**src/hdl/nfb_pkg.sv**
```systemverilog
// ----------------------------------------------------------------------------
// nfb_pkg
// Shared types, register indexes, event codes and digit helpers for the
// nixie frame builder.
// ----------------------------------------------------------------------------
package nfb_pkg;

  localparam int unsigned FrameW    = 64;
  localparam int unsigned ModeW     = 3;
  localparam int unsigned HourW     = 5;
  localparam int unsigned MinuteW   = 6;
  localparam int unsigned SecondW   = 6;
  localparam int unsigned ValW      = 7;   // widest value shown on a tube pair (99)
  localparam int unsigned DigitW    = 4;
  localparam int unsigned StepsW    = 12;
  localparam int unsigned CfgIndexW = 3;
  localparam int unsigned CfgDataW  = 12;
  localparam int unsigned FifoDepth = 4;

  // event codes
  localparam logic [ModeW-1:0] ModeSecond   = 3'd0;
  localparam logic [ModeW-1:0] ModeHour     = 3'd1;
  localparam logic [ModeW-1:0] ModeRefresh  = 3'd2;
  localparam logic [ModeW-1:0] ModeSyncGain = 3'd3;
  localparam logic [ModeW-1:0] ModeSyncLost = 3'd4;
  localparam logic [ModeW-1:0] ModeClean    = 3'd5;

  // register indexes
  localparam logic [CfgIndexW-1:0] RegDisplayOn     = 3'd0;
  localparam logic [CfgIndexW-1:0] RegMode24h       = 3'd1;
  localparam logic [CfgIndexW-1:0] RegDotBlink      = 3'd2;
  localparam logic [CfgIndexW-1:0] RegCleaningSteps = 3'd3;
  localparam logic [CfgIndexW-1:0] RegCleaningHour  = 3'd4;

  localparam logic [StepsW-1:0] StepsReset    = 12'd3000;
  localparam logic [HourW-1:0]  CleanHourReset = 5'd4;
  localparam logic [DigitW-1:0] LastDigit     = 4'd9;

  typedef struct packed {
    logic [ModeW-1:0]   mode;
    logic [HourW-1:0]   hour;
    logic [MinuteW-1:0] minute;
    logic [SecondW-1:0] second;
  } in_t;

  typedef struct packed {
    logic [FrameW-1:0] frame;
    logic              last;
  } out_t;

  typedef struct packed {
    logic              display_on;
    logic              mode_24h;
    logic              dot_blink;
    logic [StepsW-1:0] cleaning_steps;
    logic [HourW-1:0]  cleaning_hour;
  } cfg_t;

  // tens digit of a value below 100: multiply by reciprocal 205/2048
  function automatic logic [DigitW-1:0] tens(input logic [ValW-1:0] v);
    logic [ValW+8-1:0] p;
    p = (ValW+8)'(v) * (ValW+8)'(205);
    return p[DigitW+11-1:11];
  endfunction

  function automatic logic [DigitW-1:0] ones(input logic [ValW-1:0] v);
    logic [ValW-1:0] t;
    t = ValW'(tens(v));
    return DigitW'(v - ValW'(t * ValW'(10)));
  endfunction

  function automatic logic [9:0] onehot10(input logic [DigitW-1:0] d);
    return 10'(1) << d;
  endfunction

endpackage

```
**src/hdl/nixie_frame_builder_with_cleaning.sv**
```systemverilog
// ----------------------------------------------------------------------------
// nixie_frame_builder_with_cleaning
// Turns clock events into nixie shift frames, with cathode cleaning.
// ----------------------------------------------------------------------------
// Usage:
//   in_*   : one clock event per transaction (mode plus current time).
//   out_*  : shift frames, bit 63 shifted first; last marks the final
//            frame of an event. A cleaning tick that ends cleaning gives
//            a cleaning frame followed by the time frame.
//   cfg_*  : register writes (index, data); always ready. Write only while
//            no event is pending.
//   Events: an event is registered on accept and processed once the
//   result queue has room for two frames; its frames reach out_* via the queue.
//   Throughput: one event per cycle while the receiver keeps up; the
//   output port gives one frame per cycle while out_ready_i is high. A
//   four-entry result queue sets how far the input side runs ahead of a
//   stalled receiver; when fewer than two entries are free the pending
//   event waits and in_ready_o drops.
//   Reset: registers take their reset values, sync and cleaning are
//   cleared, the queue empties.
// ----------------------------------------------------------------------------
module nixie_frame_builder_with_cleaning (
  input  logic                               clk_i,
  input  logic                               rst_ni,
  input  logic                               in_valid_i,
  output logic                               in_ready_o,
  input  nfb_pkg::in_t                       in_data_i,
  output logic                               out_valid_o,
  input  logic                               out_ready_i,
  output nfb_pkg::out_t                      out_data_o,
  input  logic                               cfg_valid_i,
  output logic                               cfg_ready_o,
  input  logic [nfb_pkg::CfgIndexW-1:0]      cfg_index_i,
  input  logic [nfb_pkg::CfgDataW-1:0]       cfg_data_i
);

  nfb_pkg::cfg_t cfg_q;
  nfb_pkg::in_t  in_q;
  logic          in_vld_q;
  logic          space2, proc;

  logic                        synced_q, synced_d;
  logic                        cleaning_q, cleaning_d;
  logic [nfb_pkg::DigitW-1:0]  digit_q, digit_d;
  logic [nfb_pkg::StepsW-1:0]  count_q, count_d, count_inc;

  logic [nfb_pkg::HourW-1:0]   hour12;
  logic [nfb_pkg::HourW-1:0]   hour_disp;
  logic [nfb_pkg::ValW-1:0]    clean_val;
  logic [nfb_pkg::FrameW-1:0]  time_frame, clean_frame;

  logic          push0, push1;
  nfb_pkg::out_t data0, data1;

  assign cfg_ready_o = 1'b1;
  assign proc        = in_vld_q & space2;
  assign in_ready_o  = ~in_vld_q | proc;

  always_ff @(posedge clk_i or negedge rst_ni) begin
    if (!rst_ni) begin
      cfg_q.display_on     <= 1'b1;
      cfg_q.mode_24h       <= 1'b0;
      cfg_q.dot_blink      <= 1'b1;
      cfg_q.cleaning_steps <= nfb_pkg::StepsReset;
      cfg_q.cleaning_hour  <= nfb_pkg::CleanHourReset;
    end else if (cfg_valid_i) begin
      case (cfg_index_i)
        nfb_pkg::RegDisplayOn:     cfg_q.display_on     <= cfg_data_i[0];
        nfb_pkg::RegMode24h:       cfg_q.mode_24h       <= cfg_data_i[0];
        nfb_pkg::RegDotBlink:      cfg_q.dot_blink      <= cfg_data_i[0];
        nfb_pkg::RegCleaningSteps: cfg_q.cleaning_steps <= cfg_data_i[nfb_pkg::StepsW-1:0];
        nfb_pkg::RegCleaningHour:  cfg_q.cleaning_hour  <= cfg_data_i[nfb_pkg::HourW-1:0];
        default: ;
      endcase
    end
  end

  always_ff @(posedge clk_i) begin
    if (in_valid_i && in_ready_o) begin
      in_q <= in_data_i;
    end
  end

  always_ff @(posedge clk_i or negedge rst_ni) begin
    if (!rst_ni) begin
      in_vld_q   <= 1'b0;
      synced_q   <= 1'b0;
      cleaning_q <= 1'b0;
      digit_q    <= '0;
      count_q    <= '0;
    end else begin
      if (in_ready_o) begin
        in_vld_q <= in_valid_i;
      end
      synced_q   <= synced_d;
      cleaning_q <= cleaning_d;
      digit_q    <= digit_d;
      count_q    <= count_d;
    end
  end

  // 12-hour display
  always_comb begin
    hour12 = in_q.hour - nfb_pkg::HourW'(12);
    if (hour12 == '0) begin
      hour12 = nfb_pkg::HourW'(12);
    end
    if (!cfg_q.mode_24h && (in_q.hour >= nfb_pkg::HourW'(12))) begin
      hour_disp = hour12;
    end else begin
      hour_disp = in_q.hour;
    end
  end

  assign clean_val = nfb_pkg::ValW'(digit_q) * nfb_pkg::ValW'(11);

  nfb_frame u_time_frame (
    .cfg_i    (cfg_q),
    .hour_i   (nfb_pkg::ValW'(hour_disp)),
    .minute_i (nfb_pkg::ValW'(in_q.minute)),
    .second_i (nfb_pkg::ValW'(in_q.second)),
    .frame_o  (time_frame)
  );

  nfb_frame u_clean_frame (
    .cfg_i    (cfg_q),
    .hour_i   (clean_val),
    .minute_i (clean_val),
    .second_i (clean_val),
    .frame_o  (clean_frame)
  );

  assign count_inc = count_q + nfb_pkg::StepsW'(1);

  always_comb begin
    synced_d   = synced_q;
    cleaning_d = cleaning_q;
    digit_d    = digit_q;
    count_d    = count_q;
    push0      = 1'b0;
    push1      = 1'b0;
    data0      = '{frame: time_frame, last: 1'b1};
    data1      = '{frame: time_frame, last: 1'b1};
    if (proc) begin
      case (in_q.mode)
        nfb_pkg::ModeSecond, nfb_pkg::ModeRefresh: begin
          push0 = synced_q & ~cleaning_q;
        end
        nfb_pkg::ModeHour: begin
          if ((in_q.hour == cfg_q.cleaning_hour) && (in_q.minute == '0)) begin
            cleaning_d = 1'b1;
            digit_d    = '0;
            count_d    = '0;
          end
        end
        nfb_pkg::ModeSyncGain: begin
          synced_d = 1'b1;
          push0    = 1'b1;
        end
        nfb_pkg::ModeSyncLost: begin
          synced_d = 1'b0;
        end
        nfb_pkg::ModeClean: begin
          if (synced_q && cleaning_q) begin
            push0       = 1'b1;
            data0.frame = clean_frame;
            digit_d     = (digit_q == nfb_pkg::LastDigit) ? '0
                                                          : digit_q + nfb_pkg::DigitW'(1);
            if (count_inc >= cfg_q.cleaning_steps) begin
              cleaning_d = 1'b0;
              count_d    = '0;
              data0.last = 1'b0;
              push1      = 1'b1;
            end else begin
              count_d = count_inc;
            end
          end
        end
        default: ;
      endcase
    end
  end

  nfb_result_fifo u_result_fifo (
    .clk_i       (clk_i),
    .rst_ni      (rst_ni),
    .push0_i     (push0),
    .push1_i     (push1),
    .data0_i     (data0),
    .data1_i     (data1),
    .space2_o    (space2),
    .out_valid_o (out_valid_o),
    .out_ready_i (out_ready_i),
    .out_data_o  (out_data_o)
  );

endmodule

```
**src/hdl/nfb_frame.sv**
```systemverilog
// ----------------------------------------------------------------------------
// nfb_frame
// Builds one 64-bit shift frame from hour, minute and second values.
// ----------------------------------------------------------------------------
module nfb_frame (
  input  nfb_pkg::cfg_t                 cfg_i,
  input  logic [nfb_pkg::ValW-1:0]      hour_i,
  input  logic [nfb_pkg::ValW-1:0]      minute_i,
  input  logic [nfb_pkg::ValW-1:0]      second_i,
  output logic [nfb_pkg::FrameW-1:0]    frame_o
);

  logic [3:0] dots;

  assign dots = {4{second_i[0] & cfg_i.dot_blink}};

  always_comb begin
    if (cfg_i.display_on) begin
      frame_o = {dots,
                 nfb_pkg::onehot10(nfb_pkg::ones(second_i)),
                 nfb_pkg::onehot10(nfb_pkg::tens(second_i)),
                 nfb_pkg::onehot10(nfb_pkg::ones(minute_i)),
                 nfb_pkg::onehot10(nfb_pkg::tens(minute_i)),
                 nfb_pkg::onehot10(nfb_pkg::ones(hour_i)),
                 nfb_pkg::onehot10(nfb_pkg::tens(hour_i))};
    end else begin
      frame_o = '0;
    end
  end

endmodule

```
**src/hdl/nfb_result_fifo.sv**
```systemverilog
// ----------------------------------------------------------------------------
// nfb_result_fifo
// Small result queue; takes up to two frames per cycle, gives one while out_ready_i is high.
// ----------------------------------------------------------------------------
module nfb_result_fifo (
  input  logic           clk_i,
  input  logic           rst_ni,
  input  logic           push0_i,
  input  logic           push1_i,
  input  nfb_pkg::out_t  data0_i,
  input  nfb_pkg::out_t  data1_i,
  output logic           space2_o,
  output logic           out_valid_o,
  input  logic           out_ready_i,
  output nfb_pkg::out_t  out_data_o
);

  localparam int unsigned PtrW = $clog2(nfb_pkg::FifoDepth);
  localparam int unsigned CntW = $clog2(nfb_pkg::FifoDepth + 1);

  nfb_pkg::out_t   mem_q [nfb_pkg::FifoDepth];
  logic [PtrW-1:0] wr_ptr_q, wr_ptr_d, rd_ptr_q, rd_ptr_d;
  logic [CntW-1:0] cnt_q, cnt_d;
  logic            pop;
  logic [CntW-1:0] n_push;

  assign pop         = out_valid_o & out_ready_i;
  assign out_valid_o = (cnt_q != '0);
  assign out_data_o  = mem_q[rd_ptr_q];
  assign space2_o    = (cnt_q <= CntW'(nfb_pkg::FifoDepth - 2));
  assign n_push      = CntW'(push0_i) + CntW'(push1_i);
  assign wr_ptr_d    = wr_ptr_q + PtrW'(n_push);
  assign rd_ptr_d    = rd_ptr_q + PtrW'(pop);
  assign cnt_d       = cnt_q + n_push - CntW'(pop);

  always_ff @(posedge clk_i) begin
    if (push0_i) begin
      mem_q[wr_ptr_q] <= data0_i;
    end
    if (push1_i) begin
      mem_q[wr_ptr_q + PtrW'(1)] <= data1_i;
    end
  end

  always_ff @(posedge clk_i or negedge rst_ni) begin
    if (!rst_ni) begin
      wr_ptr_q <= '0;
      rd_ptr_q <= '0;
      cnt_q    <= '0;
    end else begin
      wr_ptr_q <= wr_ptr_d;
      rd_ptr_q <= rd_ptr_d;
      cnt_q    <= cnt_d;
    end
  end

endmodule

```
**config.mk**
```make
export PLATFORM = sky130hd
export DESIGN_NAME = nixie_frame_builder_with_cleaning
export DESIGN_NICKNAME = d
export VERILOG_FILES = /design/src/hdl/nfb_pkg.sv /design/src/hdl/nixie_frame_builder_with_cleaning.sv /design/src/hdl/nfb_frame.sv /design/src/hdl/nfb_result_fifo.sv
export SDC_FILE = /design/constraint.sdc
export NUM_CORES = 1
export LEC_CHECK = 0
export BUFFER_PORTS_ARGS = -buffer_cell sky130_fd_sc_hd__buf_4
export CORE_UTILIZATION = 62
export CTS_CLUSTER_DIAMETER = 100
export CTS_CLUSTER_SIZE = 20
export DETAILED_ROUTE_END_ITERATION = 8
export PLACE_DENSITY_LB_ADDON = 0.05
export SLEW_MARGIN = 0
export SYNTH_ARGS = -nofsm -noshare
export SYNTH_HDL_FRONTEND = slang
export SYNTH_SLANG_ARGS = --single-unit
```
**constraint.sdc**
```tcl
create_clock -name clk_i -period 9.6 [get_ports clk_i]
set_input_delay 0.48 -clock clk_i [delete_from_list [all_inputs] [get_ports clk_i]]
set_output_delay 0.48 -clock clk_i [all_outputs]
set_load 0.05 [all_outputs]
```
==> impl_metrics.env <==
export IMPL_min_period_ns=7.871
export IMPL_global_route_usage_met3=0.05127
export IMPL_full_die_area_mm2=0.02957
export IMPL_clock_tree_from_tritoncts="yes"
export IMPL_dpl_cell_count=1890
export IMPL_cts_htree_levels=1
export IMPL_detail_route_iter0_violations=1493
export IMPL_num_vias=12850
export IMPL_grt_setup_unrepaired="no"
export IMPL_fmax_ghz=0.1271
export IMPL_clockBufferDepth=3
export IMPL_clock_transition_at_the_registers_of_the_reported_paths_ns=0.10
export IMPL_area_delta_synth_final_pct=8.831
export IMPL_critPathSlowestCell="dfrtp_1"
export IMPL_avgRoutedWirePerCell_um=23.74
export IMPL_total_drc_errors_in_the_routed_layout=0
export IMPL_synth_sequential_area_ratio=0.4853
export IMPL_critical_path_max_stage_delay_ns=0.67
export IMPL_post_route_cell_area_mm2=0.01949
export IMPL_synth_cell_types=76
export IMPL_cts_hold_fix_buffers=1
export IMPL_netlist_instances=1480
export IMPL_timing_clock_skew_ns=0.02064
export IMPL_synth_async_reset_ratio=0.1544
export IMPL_placement_setup_worst_slack_ns=1.826
export IMPL_cts_resized=0
export IMPL_timing_hold_violations_final=0
export IMPL_commonest_non_fill_non_tap_cells_in_the_layout="edfxtp_1 (248), ha_1 (142), buf_4 (124), o22ai_1 (109), inv_1 (99)"
export IMPL_finish_net_count=1743
export IMPL_stdcell_count=1923
export IMPL_timing_critical_path_from_type="flop"
export IMPL_drt_pre_antenna_iters=6
export IMPL_port_buffers=106
export IMPL_drive_above_1_share=0.1773
export IMPL_via_count_of_the_first_global_routing_pass=12700
export IMPL_finalSetupViolations=0
export IMPL_initial_core_util=0.6376
export IMPL_grt_first_pass_wirelength_um=70770
export IMPL_detailed_place_hpwl_um=30790
export IMPL_clock_root_buffer="clkbuf_16"
export IMPL_clock_insertion_delay_worst_skew_ns=0.53
export IMPL_maximum_fanout_count_along_the_critical_path=15
export IMPL_post_cts_repair_setup_buffers=0
export IMPL_worst_r2r_cell_count=25
export IMPL_cap_viol_max_count=0
export IMPL_synth_top_flop_cell="edfxtp_1"
export IMPL_crit_path_end_kind="flop"
export IMPL_relSlewSlack=0.2980
export IMPL_core_region_area_mm2=0.02809
export IMPL_timing_worst_slew_pin_value_ns=1.046
export IMPL_status="complete, no violations"
export IMPL_detail_route_antenna_nets=0
export IMPL_wirelength_um=45640
export IMPL_largest_net_degree_at_the_start_of_global_routing=59
export IMPL_ir_worst_vdd_v=0.0001781
export IMPL_std_cell_rows=61
export IMPL_grt_util_all_layers=0.3180
export IMPL_hold_path_cell_count=1
export IMPL_dieHeight_um=172.0
export IMPL_p_leak_nw=7.579
export IMPL_grt_antenna_before_repair=0
export IMPL_clock_sink_count=298
export IMPL_timing_critical_path_max_delay_family="adder cells"
export IMPL_power_density_mw_per_mm2=301.5
export IMPL_ys_warnings_count=0
export IMPL_layout_cells_most_common="edfxtp_1"
export IMPL_type_of_the_tightest_min_delay_check="input port to flop"
export IMPL_layout_filler_cells=2098
export IMPL_postSynthRegisterBits=298
export IMPL_placement_cell_area_mm2=0.01895
export IMPL_worst_endpoint_arrival_ns=8.15
export IMPL_final_max_slew_violation_count=0
export IMPL_gp_routability_congestion=0.9288
export IMPL_finalHoldWorstSlack_ns=0.1366
export IMPL_top_level_ports=108
export IMPL_cts_inserted_buffers=18
export IMPL_final_min_period_over_clock_period=0.8199
export IMPL_antenna_diode_count=0
export IMPL_synth_enable_flop_cells=248
export IMPL_crit_required_ns=9.88
export IMPL_postLayoutSetupSlackWorst_ns=1.729
export IMPL_global_routing_met1_resource_utilization=0.4315
export IMPL_setup_tns_final_ns=0
export IMPL_route_detailed_vias_per_inst=6.681
export IMPL_grt_overflow_total=0
export IMPL_gr_max_usage_layer="met2"
export IMPL_synth_area_mm2=0.01791
export IMPL_use_met2=0.5186
export IMPL_syn_nets=1690
export IMPL_critical_setup_path_kind="flop to flop"
export IMPL_crit_cells=25
export IMPL_synth_avg_cell_area_um2=12.10
export IMPL_cp_num_buf_inv=2
export IMPL_die_width_um=172.0
export IMPL_crit_top_cell="ha_1"
==> state kept, by name, summed over array words and instances (netlist names) <==
signal / count
synced_q: 1
u_result_fifo.rd_ptr_q: 2
count_q: 12
in_vld_q: 1
cleaning_q: 1
cfg_q: 20
in_q: 20
u_result_fifo.mem_q: 232
u_result_fifo.cnt_q: 3
u_result_fifo.wr_ptr_q: 2
digit_q: 4
==> metal layers <==
metal	part of all wire	up-vias	wire, um
met2	0.47	721	21550
met5	0	-	0
met3	0.097	118	4420
met1	0.40	6250	18070
li1	-	5758	-
met4	0.035	0	1607
==> stage by stage <==
stage / power [mW] / util
3_3_place_gp: 5.025 / 0.6748
2_1_floorplan: 4.046 / -
3_5_place_dp: 5.078 / 0.6748
5_1_grt: 6.171 / 0.6939
6_report: 5.876 / 0.6939
4_1_cts: 5.852 / 0.6939
==> power by group <==
group,switching (mW),internal (mW),total [mW]
Clock,0.422,0.366,0.788
Sequential,0.165,1.55,1.72
Combinational,2.23,1.14,3.37
==> kinds of logic after synthesis <==
kind of cell,after synthesis,synth area share
multiplexers,83,0.08838
adder cells (fa/ha/maj),170,0.1305
AO/OA/AOI/OAI,339,0.1274
other,1,0.0002094
AND/OR/NAND/NOR,346,0.09956
buffers and inverters,193,0.04297
XOR/XNOR,50,0.02564
flip-flops,298,0.4853
==> final timing paths <==
path                                                         from                                      to  slack (ns)
min in group asynchronous                                  rst_ni                    cfg_q[3]$_DFFE_PN0P_        0.49
min                                                  in_data_i[1]                       in_q[1]$_DFFE_PP_        0.14
max                                        digit_q[0]$_DFFE_PN0P_    u_result_fifo.mem_q[3][40]$_DFFE_PP_        1.73
min reg2reg                u_result_fifo.mem_q[3][0]$_SDFFE_PP1P_  u_result_fifo.mem_q[3][0]$_SDFFE_PP1P_        0.48
max in group asynchronous                                  rst_ni     u_result_fifo.rd_ptr_q[0]$_DFF_PN0_        8.67
max reg2reg                                digit_q[0]$_DFFE_PN0P_    u_result_fifo.mem_q[3][40]$_DFFE_PP_        1.73
==> final cells by class <==
cell class / count / area, um^2 / share of cell area
Clock inverter: 1 / 16.27 / 0.0008346
Inverter: 101 / 379.1 / 0.01945
Timing Repair Buffer: 125 / 940.9 / 0.04828
Tap cell: 378 / 473.0 / 0.02427
Clock buffer: 31 / 509.2 / 0.02613
Sequential cell: 298 / 8696 / 0.4462
Multi-Input combinational cell: 989 / 8476 / 0.4349
==> cells in the mapped netlist, drive strengths merged, types with 28 or more instances <==
library cell  instances  area, um^2
dfrtp                36       900.9
nor2                 71       266.5
nand3                52       260.3
inv                 100       375.4
clkbuf               76       285.3
ha                  142        1777
fa                   28       560.5
o22ai               117       782.0
o21ai                84       420.4
xnor2                29       261.5
nand2                68       255.2
mux4                 58        1306
edfxtp              248        7447
Note: power is estimated with default switching activity, not from simulation.
